[src/rtl/mbe_pkg.sv]
// Shared types, constants and helpers for the Mandelbrot escape-time engine.
`timescale 1ns / 1ps
`default_nettype none
package mbe_pkg;

   localparam int FRAC_BITS = 28;
   localparam int OP_W      = 33;             // multiplier operand width
   localparam int PROD_W    = 2 * OP_W;       // multiplier product width
   localparam int SUM_W     = 48;             // headroom for adds before saturation
   localparam int SQ_W      = 35;             // (32-bit square) >> FRAC_BITS
   localparam int MAG_W     = SQ_W + 1;       // sum of two truncated squares

   // Fixed point landmarks in Q4.28
   localparam logic signed [31:0] FX_ONE     = 32'sd1 <<< FRAC_BITS;
   localparam logic signed [31:0] FX_HALF    = 32'sd1 <<< (FRAC_BITS - 1);
   localparam logic signed [31:0] FX_QUARTER = 32'sd1 <<< (FRAC_BITS - 2);
   localparam logic [64:0]        DISC_LIM   = 65'd1 << (2 * FRAC_BITS - 4);

   // Register reset values
   localparam logic signed [31:0] LEFT_RE_RST    = -32'sd536870912;
   localparam logic signed [31:0] TOP_IM_RST     = 32'sd402653184;
   localparam logic [30:0]        STEP_RST       = 31'd786432;
   localparam logic [31:0]        BAILOUT_SQ_RST = 32'd1073741824;
   localparam logic [15:0]        MAX_ITER_RST   = 16'd256;

   typedef enum logic [2:0] {
      CSR_LEFT_RE    = 3'd0,
      CSR_TOP_IM     = 3'd1,
      CSR_STEP       = 3'd2,
      CSR_BAILOUT_SQ = 3'd3,
      CSR_MAX_ITER   = 3'd4
   } csr_index_type;

   typedef enum logic [1:0] {
      EXTRA_NONE   = 2'd0,
      EXTRA_SECOND = 2'd1,
      EXTRA_FIRST  = 2'd2
   } extra_type;

   typedef enum logic [3:0] {
      ST_IDLE,
      ST_MAP_RE,
      ST_MAP_IM,
      ST_POINT,
      ST_DISC_Y,
      ST_DISC_D,
      ST_CARD_A,
      ST_CARD_Q,
      ST_CARD_M,
      ST_CARD_T,
      ST_IT_RR,
      ST_IT_II,
      ST_IT_RI,
      ST_IT_UPD,
      ST_DONE
   } state_type;

   function automatic logic signed [31:0] sat32(input logic signed [SUM_W-1:0] v);
      logic signed [SUM_W-1:0] hi;
      logic signed [SUM_W-1:0] lo;
      hi = {{(SUM_W-31){1'b0}}, {31{1'b1}}};
      lo = {{(SUM_W-31){1'b1}}, {31{1'b0}}};
      if (v > hi) begin
         return 32'sh7FFF_FFFF;
      end else if (v < lo) begin
         return 32'sh8000_0000;
      end else begin
         return v[31:0];
      end
   endfunction

endpackage
`default_nettype wire

[src/rtl/mbe_mul.sv]
// Shared signed multiplier with registered product.
`timescale 1ns / 1ps
`default_nettype none
module mbe_mul (
   input  wire logic                                 clock,
   input  wire logic signed [mbe_pkg::OP_W-1:0]      op_a,
   input  wire logic signed [mbe_pkg::OP_W-1:0]      op_b,
   output logic signed      [mbe_pkg::PROD_W-1:0]    prod_ff
);
   import mbe_pkg::*;

   logic signed [PROD_W-1:0] prod_in;

   assign prod_in = op_a * op_b;

   always_ff @(posedge clock) begin
      prod_ff <= prod_in;
   end

endmodule
`default_nettype wire

[src/rtl/mandelbrot_escape_time.sv]
// Top level of the Mandelbrot escape-time pixel engine.
// Takes one pixel per transaction and returns one result per pixel. All
// multiplication runs through a single 33x33 multiplier with a registered
// product, stepped by a small sequencer, so the block handles one pixel at a
// time and req_ready is low while it works. The sequencer maps the pixel
// and then runs the disc and cardioid tests; a pixel found inside the disc
// or the cardioid is done without iterating. Each orbit iteration forms
// three products and then the update, and a last |z|^2 check plus the
// hand-off to the output register close the run. The sequencer returns to
// idle before it takes the next pixel. A finished result waits in the
// output register, and the next pixel is taken in the meantime; a second
// result waits in the sequencer until that register frees.
`timescale 1ns / 1ps
`default_nettype none
module mandelbrot_escape_time (
   input  wire logic        clock,
   input  wire logic        reset,
   input  wire logic        req_valid,
   output logic             req_ready,
   input  wire logic [9:0]  req_col,
   input  wire logic [9:0]  req_row,
   output logic             rsp_valid,
   input  wire logic        rsp_ready,
   output logic [9:0]       rsp_out_col,
   output logic [9:0]       rsp_out_row,
   output logic             rsp_escaped,
   output logic [16:0]      rsp_iterations,
   output logic [63:0]      rsp_final_mag_sq,
   input  wire logic        csr_wr_en,
   input  wire logic [2:0]  csr_index,
   input  wire logic [31:0] csr_wdata
);
   import mbe_pkg::*;

   // configuration
   logic signed [31:0] left_re_ff, left_re_in;
   logic signed [31:0] top_im_ff, top_im_in;
   logic [30:0]        step_ff, step_in;
   logic [31:0]        bailout_ff, bailout_in;
   logic [15:0]        max_iter_ff, max_iter_in;

   // sequencer and working registers
   state_type          state_ff, state_in;
   logic [9:0]         col_ff, col_in;
   logic [9:0]         row_ff, row_in;
   logic signed [31:0] cr_ff, cr_in;
   logic signed [31:0] ci_ff, ci_in;
   logic signed [31:0] zr_ff, zr_in;
   logic signed [31:0] zi_ff, zi_in;
   logic [16:0]        cnt_ff, cnt_in;
   extra_type          extra_ff, extra_in;
   logic               esc_ff, esc_in;
   logic [63:0]        yy_ff, yy_in;
   logic [SQ_W-1:0]    re2_ff, re2_in;
   logic [SQ_W-1:0]    im2_ff, im2_in;
   logic [31:0]        q_ff, q_in;
   logic [MAG_W-1:0]   mag_ff, mag_in;

   // result register
   logic               rsp_valid_ff, rsp_valid_in;
   logic [9:0]         out_col_ff, out_col_in;
   logic [9:0]         out_row_ff, out_row_in;
   logic               out_esc_ff, out_esc_in;
   logic [16:0]        out_iter_ff, out_iter_in;
   logic [63:0]        out_mag_ff, out_mag_in;

   // multiplier
   logic signed [OP_W-1:0]   op_a, op_b;
   logic signed [PROD_W-1:0] prod;

   mbe_mul u_mul (
      .clock   (clock),
      .op_a    (op_a),
      .op_b    (op_b),
      .prod_ff (prod)
   );

   // datapath terms
   logic signed [SUM_W-1:0] map_re_sum, map_im_sum;
   logic [64:0]             reg_sum;
   logic                    in_disc, in_box, in_card;
   logic signed [OP_W-1:0]  cr_ext, ci_ext, zr_ext, zi_ext;
   logic signed [OP_W:0]    card_b;
   logic [SQ_W-1:0]         sq_now;
   logic [MAG_W-1:0]        mag_now;
   logic signed [37:0]      cross_prod;
   logic signed [SUM_W-1:0] ni_sum, nr_sum;
   logic                    slot_free, accept;

   assign cr_ext = {cr_ff[31], cr_ff};
   assign ci_ext = {ci_ff[31], ci_ff};
   assign zr_ext = {zr_ff[31], zr_ff};
   assign zi_ext = {zi_ff[31], zi_ff};

   assign map_re_sum = {{(SUM_W-32){left_re_ff[31]}}, left_re_ff}
                     + {{(SUM_W-42){1'b0}}, prod[41:0]};
   assign map_im_sum = {{(SUM_W-32){top_im_ff[31]}}, top_im_ff}
                     - {{(SUM_W-42){1'b0}}, prod[41:0]};

   assign reg_sum = {1'b0, prod[63:0]} + {1'b0, yy_ff};
   assign in_disc = reg_sum <= DISC_LIM;
   assign in_box  = (cr_ff >= -FX_ONE) && (cr_ff <= FX_HALF)
                 && (ci_ff >= -FX_ONE) && (ci_ff <= FX_ONE);
   // q + a; q stays below 2^30 inside the box so this fits the operand
   assign card_b  = {2'b00, q_ff} + {cr_ext[OP_W-1], cr_ext}
                  - {{(OP_W-30){1'b0}}, FX_QUARTER[30:0]};
   assign in_card = prod <= $signed({4'b0000, yy_ff[63:2]});

   assign sq_now     = prod[FRAC_BITS+SQ_W-1:FRAC_BITS];
   assign mag_now    = {1'b0, re2_ff} + {1'b0, sq_now};
   assign cross_prod = prod[PROD_W-1:FRAC_BITS];
   assign ni_sum     = {{(SUM_W-38){cross_prod[37]}}, cross_prod}
                     + {{(SUM_W-38){cross_prod[37]}}, cross_prod}
                     + {{(SUM_W-32){ci_ff[31]}}, ci_ff};
   assign nr_sum     = {{(SUM_W-SQ_W){1'b0}}, re2_ff} - {{(SUM_W-SQ_W){1'b0}}, im2_ff}
                     + {{(SUM_W-32){cr_ff[31]}}, cr_ff};

   assign slot_free = !rsp_valid_ff || rsp_ready;
   assign req_ready = (state_ff == ST_IDLE);
   assign accept    = req_valid && req_ready;

   // next state
   always_comb begin
      state_in = state_ff;
      unique case (state_ff)
         ST_IDLE:   if (req_valid) state_in = ST_MAP_RE;
         ST_MAP_RE: state_in = ST_MAP_IM;
         ST_MAP_IM: state_in = ST_POINT;
         ST_POINT:  state_in = ST_DISC_Y;
         ST_DISC_Y: state_in = ST_DISC_D;
         ST_DISC_D: state_in = ST_CARD_A;
         ST_CARD_A: state_in = in_disc ? ST_DONE : ST_CARD_Q;
         ST_CARD_Q: state_in = in_box ? ST_CARD_M : ST_IT_RR;
         ST_CARD_M: state_in = ST_CARD_T;
         ST_CARD_T: state_in = in_card ? ST_DONE : ST_IT_RR;
         ST_IT_RR:  state_in = ST_IT_II;
         ST_IT_II:  state_in = ST_IT_RI;
         ST_IT_RI: begin
            priority if (cnt_ff == '0) begin
               state_in = ST_IT_UPD;
            end else if (extra_ff == EXTRA_SECOND) begin
               state_in = ST_DONE;
            end else if (extra_ff == EXTRA_FIRST) begin
               state_in = ST_IT_UPD;
            end else if ({4'b0000, bailout_ff} <= mag_now) begin
               state_in = ST_IT_UPD;
            end else if (cnt_ff > {1'b0, max_iter_ff}) begin
               state_in = ST_DONE;
            end else begin
               state_in = ST_IT_UPD;
            end
         end
         ST_IT_UPD: state_in = ST_IT_RR;
         ST_DONE:   if (slot_free) state_in = ST_IDLE;
         default:   state_in = ST_IDLE;
      endcase
   end

   // datapath and outputs
   always_comb begin
      op_a     = '0;
      op_b     = '0;
      col_in   = col_ff;
      row_in   = row_ff;
      cr_in    = cr_ff;
      ci_in    = ci_ff;
      zr_in    = zr_ff;
      zi_in    = zi_ff;
      cnt_in   = cnt_ff;
      extra_in = extra_ff;
      esc_in   = esc_ff;
      yy_in    = yy_ff;
      re2_in   = re2_ff;
      im2_in   = im2_ff;
      q_in     = q_ff;
      mag_in   = mag_ff;

      out_col_in  = out_col_ff;
      out_row_in  = out_row_ff;
      out_esc_in  = out_esc_ff;
      out_iter_in = out_iter_ff;
      out_mag_in  = out_mag_ff;
      rsp_valid_in = rsp_valid_ff && !rsp_ready;

      unique case (state_ff)
         ST_IDLE: begin
            if (accept) begin
               col_in   = req_col;
               row_in   = req_row;
               zr_in    = '0;
               zi_in    = '0;
               cnt_in   = '0;
               extra_in = EXTRA_NONE;
               esc_in   = 1'b0;
            end
         end
         ST_MAP_RE: begin
            op_a = {{(OP_W-10){1'b0}}, col_ff};
            op_b = {{(OP_W-31){1'b0}}, step_ff};
         end
         ST_MAP_IM: begin
            cr_in = sat32(map_re_sum);
            op_a  = {{(OP_W-10){1'b0}}, row_ff};
            op_b  = {{(OP_W-31){1'b0}}, step_ff};
         end
         ST_POINT: begin
            ci_in = sat32(map_im_sum);
         end
         ST_DISC_Y: begin
            op_a = ci_ext;
            op_b = ci_ext;
         end
         ST_DISC_D: begin
            yy_in = prod[63:0];
            op_a  = cr_ext + {{(OP_W-32){1'b0}}, FX_ONE};
            op_b  = cr_ext + {{(OP_W-32){1'b0}}, FX_ONE};
         end
         ST_CARD_A: begin
            op_a = cr_ext - {{(OP_W-32){1'b0}}, FX_QUARTER};
            op_b = cr_ext - {{(OP_W-32){1'b0}}, FX_QUARTER};
         end
         ST_CARD_Q: begin
            q_in = reg_sum[FRAC_BITS+31:FRAC_BITS];
         end
         ST_CARD_M: begin
            op_a = {1'b0, q_ff};
            op_b = card_b[OP_W-1:0];
         end
         ST_CARD_T: begin
         end
         ST_IT_RR: begin
            op_a = zr_ext;
            op_b = zr_ext;
         end
         ST_IT_II: begin
            re2_in = sq_now;
            op_a   = zi_ext;
            op_b   = zi_ext;
         end
         ST_IT_RI: begin
            im2_in = sq_now;
            op_a   = zr_ext;
            op_b   = zi_ext;
            // |z|^2 here belongs to the z left by the last update
            if (cnt_ff != '0) begin
               priority if (extra_ff == EXTRA_SECOND) begin
                  mag_in = mag_now;
               end else if (extra_ff == EXTRA_FIRST) begin
                  extra_in = EXTRA_SECOND;
               end else if ({4'b0000, bailout_ff} <= mag_now) begin
                  extra_in = EXTRA_FIRST;
                  esc_in   = 1'b1;
               end else begin
               end
            end
         end
         ST_IT_UPD: begin
            zr_in  = sat32(nr_sum);
            zi_in  = sat32(ni_sum);
            cnt_in = cnt_ff + 17'd1;
         end
         ST_DONE: begin
            if (slot_free) begin
               rsp_valid_in = 1'b1;
               out_col_in   = col_ff;
               out_row_in   = row_ff;
               out_esc_in   = esc_ff;
               out_iter_in  = esc_ff ? cnt_ff : '0;
               out_mag_in   = esc_ff ? {{(64-MAG_W-(32-FRAC_BITS)){1'b0}}, mag_ff,
                                        {(32-FRAC_BITS){1'b0}}} : '0;
            end
         end
         default: begin
         end
      endcase
   end

   // configuration writes
   always_comb begin
      left_re_in  = left_re_ff;
      top_im_in   = top_im_ff;
      step_in     = step_ff;
      bailout_in  = bailout_ff;
      max_iter_in = max_iter_ff;
      if (csr_wr_en) begin
         case (csr_index)
            CSR_LEFT_RE:    left_re_in  = csr_wdata;
            CSR_TOP_IM:     top_im_in   = csr_wdata;
            CSR_STEP:       step_in     = csr_wdata[30:0];
            CSR_BAILOUT_SQ: bailout_in  = csr_wdata;
            CSR_MAX_ITER:   max_iter_in = csr_wdata[15:0];
            default: begin
            end
         endcase
      end
   end

   always_ff @(posedge clock) begin
      if (reset) begin
         state_ff     <= ST_IDLE;
         rsp_valid_ff <= 1'b0;
         left_re_ff   <= LEFT_RE_RST;
         top_im_ff    <= TOP_IM_RST;
         step_ff      <= STEP_RST;
         bailout_ff   <= BAILOUT_SQ_RST;
         max_iter_ff  <= MAX_ITER_RST;
         extra_ff     <= EXTRA_NONE;
      end else begin
         state_ff     <= state_in;
         rsp_valid_ff <= rsp_valid_in;
         left_re_ff   <= left_re_in;
         top_im_ff    <= top_im_in;
         step_ff      <= step_in;
         bailout_ff   <= bailout_in;
         max_iter_ff  <= max_iter_in;
         extra_ff     <= extra_in;
      end
   end

   always_ff @(posedge clock) begin
      col_ff      <= col_in;
      row_ff      <= row_in;
      cr_ff       <= cr_in;
      ci_ff       <= ci_in;
      zr_ff       <= zr_in;
      zi_ff       <= zi_in;
      cnt_ff      <= cnt_in;
      esc_ff      <= esc_in;
      yy_ff       <= yy_in;
      re2_ff      <= re2_in;
      im2_ff      <= im2_in;
      q_ff        <= q_in;
      mag_ff      <= mag_in;
      out_col_ff  <= out_col_in;
      out_row_ff  <= out_row_in;
      out_esc_ff  <= out_esc_in;
      out_iter_ff <= out_iter_in;
      out_mag_ff  <= out_mag_in;
   end

   assign rsp_valid        = rsp_valid_ff;
   assign rsp_out_col      = out_col_ff;
   assign rsp_out_row      = out_row_ff;
   assign rsp_escaped      = out_esc_ff;
   assign rsp_iterations   = out_iter_ff;
   assign rsp_final_mag_sq = out_mag_ff;

endmodule
`default_nettype wire

[config.mk]
export PLATFORM = sky130hd
export DESIGN_NAME = mandelbrot_escape_time
export DESIGN_NICKNAME = d
export VERILOG_FILES = /design/src/rtl/mbe_pkg.sv /design/src/rtl/mbe_mul.sv /design/src/rtl/mandelbrot_escape_time.sv
export SDC_FILE = /design/constraint.sdc
export NUM_CORES = 2
export LEC_CHECK = 0
export ABC_CLOCK_PERIOD_IN_PS = 11300
export BUFFER_PORTS_ARGS = -buffer_cell sky130_fd_sc_hd__buf_2
export CORE_UTILIZATION = 35
export DETAILED_ROUTE_END_ITERATION = 12
export PLACE_DENSITY = 0.49
export RECOVER_POWER = 25
export SLEW_MARGIN = 30
export SYNTH_ARGS = -nofsm -noshare
export SYNTH_HDL_FRONTEND = slang
export SYNTH_HIERARCHICAL = 1
export SYNTH_SLANG_ARGS = --single-unit
[constraint.sdc]
create_clock -name clock -period 11.3 [get_ports clock]
set_clock_uncertainty 0.15 [all_clocks]
set_input_delay 0.565 -clock clock [delete_from_list [all_inputs] [get_ports clock]]
set_output_delay 0.565 -clock clock [all_outputs]
set_load 0.05 [all_outputs]
==> metrics.cfg <==
[critical_path]
cpMostUsedCell = fa_1
end_kind = flip-flop
endpoint = u_mul/prod_ff[62]
r2r_end = u_mul/prod_ff[62]
timing.rr.start = q_ff[1]
cp_slowest_stage_delay_ns = 0.78
r2r_slack_ns = 0.36
slowest_stage = o211ai_1
crit_path_start = q_ff[1]
worst-setup-path-type = reg2reg
cp.required_ns = 11.80
setup.worst_path.start_class = flip-flop
ff2ff_path_depth = 37
cp.arrival_ns = 11.44
cp_max_fo = 15

[global_routing]
first_global_vias = 67400
grt_usage_pct = 25.4
antenna_found_initial = 36
grt_max_degree = 65
grt_pass1_wl_um = 456000
globalRouteOverflowTotal = 0

[synthesis]
async_flop_share_pct = 0
ys_top_cells_by_area = fa_1, edfxtp_1, ha_1
synthesis.area_sq_um = 84100
yosys_warnings = 6
yosys.area.top_type = fa_1
ys_seq_area_share_pct = 20.9
avgSynthCellArea_sq_um = 9.23
synth_cell_types = 117
synth_cells = 9106
synth-edff-count = 442
synth.top_cell.area_share_pct = 27.5
ys_seq_elements = 658
synth_flop_cell = edfxtp_1

[route]
drtAntennaViolNets = 0
vias_per_cell = 5.41
drt-total-wl_um = 309000
met3_length_um = 22600
vias = 67200
drc = 34
route.met2.wl_um = 137000
wl_met1_um = 137000
drtIter0Drc = 6153
dr.pass1.iters = 13
dr.max_layer_used = met5
wl_per_cell_um = 24.9

[clocking]
clockBufferDepth = 3
cts_made_buffers = 77
cts_tree = built
htreeDepth = 3
path_clk_slew_ns = 0.07
cts_sinks = 658
root_buffer = clkbuf_16
clkLatencyLatePin_ns = 0.72

[floorplan]
num_rows = 179
die_w_um = 492
start_util_pct = 35.3
dieHeight_um = 492
io_pins = 164
core_area_sq_um = 238000
dieArea_sq_um = 242000

[cells_and_area]
layout_common_cells = inv_1, fa_1, nand2_1
fillers = 24000
syn2layout_area_growth_pct = 9.51
stdcell_area_sq_um = 92100
drive_gt1_share_pct = 6.28
final_nets = 11100
fin_util_pct = 38.6
layout_commonest_cell = inv_1

[sta]
fin_setup_tns_ns = 0
layout_setup_ws_ns = 0.364
drv_slew = 280
final-setup-viol-count = 0
slew_headroom_pct = -112
fin_crit_sh_pct = 96.8
period_needed_ns = 10.94
finalHoldViolCount = 0
fmax_mhz = 91.4
tightest_slew_ns = 3.18

[run]
max_cap_violations = 14

[power_and_ir_drop]
ir_drop_v = 0.0000870
p_per_area_nw_per_um2 = 91.0
p_leak_nw = 43.1

[place]
place_area_sq_um = 89100
place.gp.congestion = 1.00
hpwl_um = 253000
portBuffers = 135
place_ws_ns = 0.0533

[outcome]
violations = design-rule violations, max-capacitance violations, max-slew violations
outcome = finished, violations left

[min_path]
hold_start = csr_wdata[30]
holdCritPathClass = in2reg

cells in the mapped netlist, types with 13 or more instances:
master and number:
or2_2 19, o211ai_1 45, buf_4 30, xnor2_1 217
a31oi_1 41, clkbuf_1 380, ha_1 693, o21bai_1 66
nand3b_1 20, o22ai_1 13, o21a_1 63, a211oi_1 55
edfxtp_1 442, and2_1 628, a2111oi_0 15, nor2_1 293
mux2i_1 23, nand3_1 92, and3_1 43, nand4_1 100
nor4_1 45, xor2_1 132, nand2b_1 68, a31o_2 13
o21ai_1 75, or3_1 37, a21oi_1 535, o2111ai_1 18
nor3_1 92, fa_1 1153, nand2_1 1083, a22oi_1 45
inv_1 1443, nor2b_1 60, o31ai_1 25, dfxtp_1 216
a21o_1 218, a222oi_1 48, o21ai_0 273
sequential cells by signal (all words and copies together), names as in the netlist, 16 cells and up:
name,count
cnt_ff,17
yy_ff,64
rsp_iterations,17
ci_ff,32
u_mul/prod_ff,66
q_ff,32
im2_ff,35
rsp_final_mag_sq,36
zi_ff,32
top_im_ff,32
zr_ff,32
bailout_ff,32
mag_ff,36
step_ff,31
re2_ff,35
cr_ff,32
left_re_ff,32
max_iter_ff,16
what timing repair did:
action / in CTS / in global routing
cloned: 0 / 1
hold endpoints to repair: 32 / 0
setup buffers: 0 / 13
hold buffers: 25 / 0
pin swaps: 0 / 6
resized for setup: 1 / 36
endpoints found under the setup margin: 1 / 25
stage by stage:
stage	power, W	hold slack (ns)	instances
after global placement	0.00572	0.297	12200
after CTS	0.00838	0.0000789	12400
after floorplan	0.00462	0.277	9133
after global routing	0.00874	0.0304	12400
final	0.00838	0.0485	12400
after detailed placement	0.00573	0.298	12200
power by group:
| group | switching (W) | internal [W] |
|---|---|---|
| clock | 0.00114 | 0.00148 |
| sequential | 0.000203 | 0.00274 |
| combinational | 0.00188 | 0.000925 |
worst max-delay path, delay by kind of cell, from the launching register on:
family,cells,cell delay (ns)
adders and majority gates,12,5.57
and+or+nand+nor,6,1.01
buffers and inverters,9,1.41
DFF,1,0.41
xor gates and xnor gates,1,0.14
AOI/OAI and AO/OA,9,2.14
worst min path at each step:
stage / endpoint / slack [ns] / depth (start not counted)
after floorplan: rsp_out_col[0] / 0.28 / 0
after global placement: max_iter_ff[10] / 0.30 / 2
after detailed placement: max_iter_ff[2] / 0.30 / 2
after CTS: step_ff[30] / 0.00008 / 3
after global routing: step_ff[30] / 0.03 / 3
final: bailout_ff[30] / 0.05 / 3
metal layers:
metal  GRT usage [%]  up-vias
li1                -    30100
met1            35.8    34200
met2            39.3     2415
met3            4.07      425
met4            9.25       14
met5               0        -
kinds of logic (layout without fill, tap and decap cells):
family          count (synthesis)  in the layout  synth area share, %
fa+ha+maj                    1847           1847                 37.8
buf+inv                      1868           1989                 8.54
xor+xnor                      349            349                 3.64
compound gates               1719           1719                 13.4
other cells                     1             34              0.00446
simple gates                 2640           2640                 15.5
flops                         658            658                 20.9
mux                            24             24                0.287
area by class of cell:
cell class | instances | area [sq um] | share of cell area, %
clock inverter | 36 | 405 | 0.440
sequential | 658 | 17600 | 19.1
inverter | 1445 | 5430 | 5.89
tap | 3167 | 3960 | 4.30
clock buffer | 106 | 2180 | 2.37
antenna | 6 | 15.0 | 0.0163
timing repair buffer | 402 | 2810 | 3.05
multi-input combinational | 6607 | 59700 | 64.8
(Power assumes the default switching activity.)
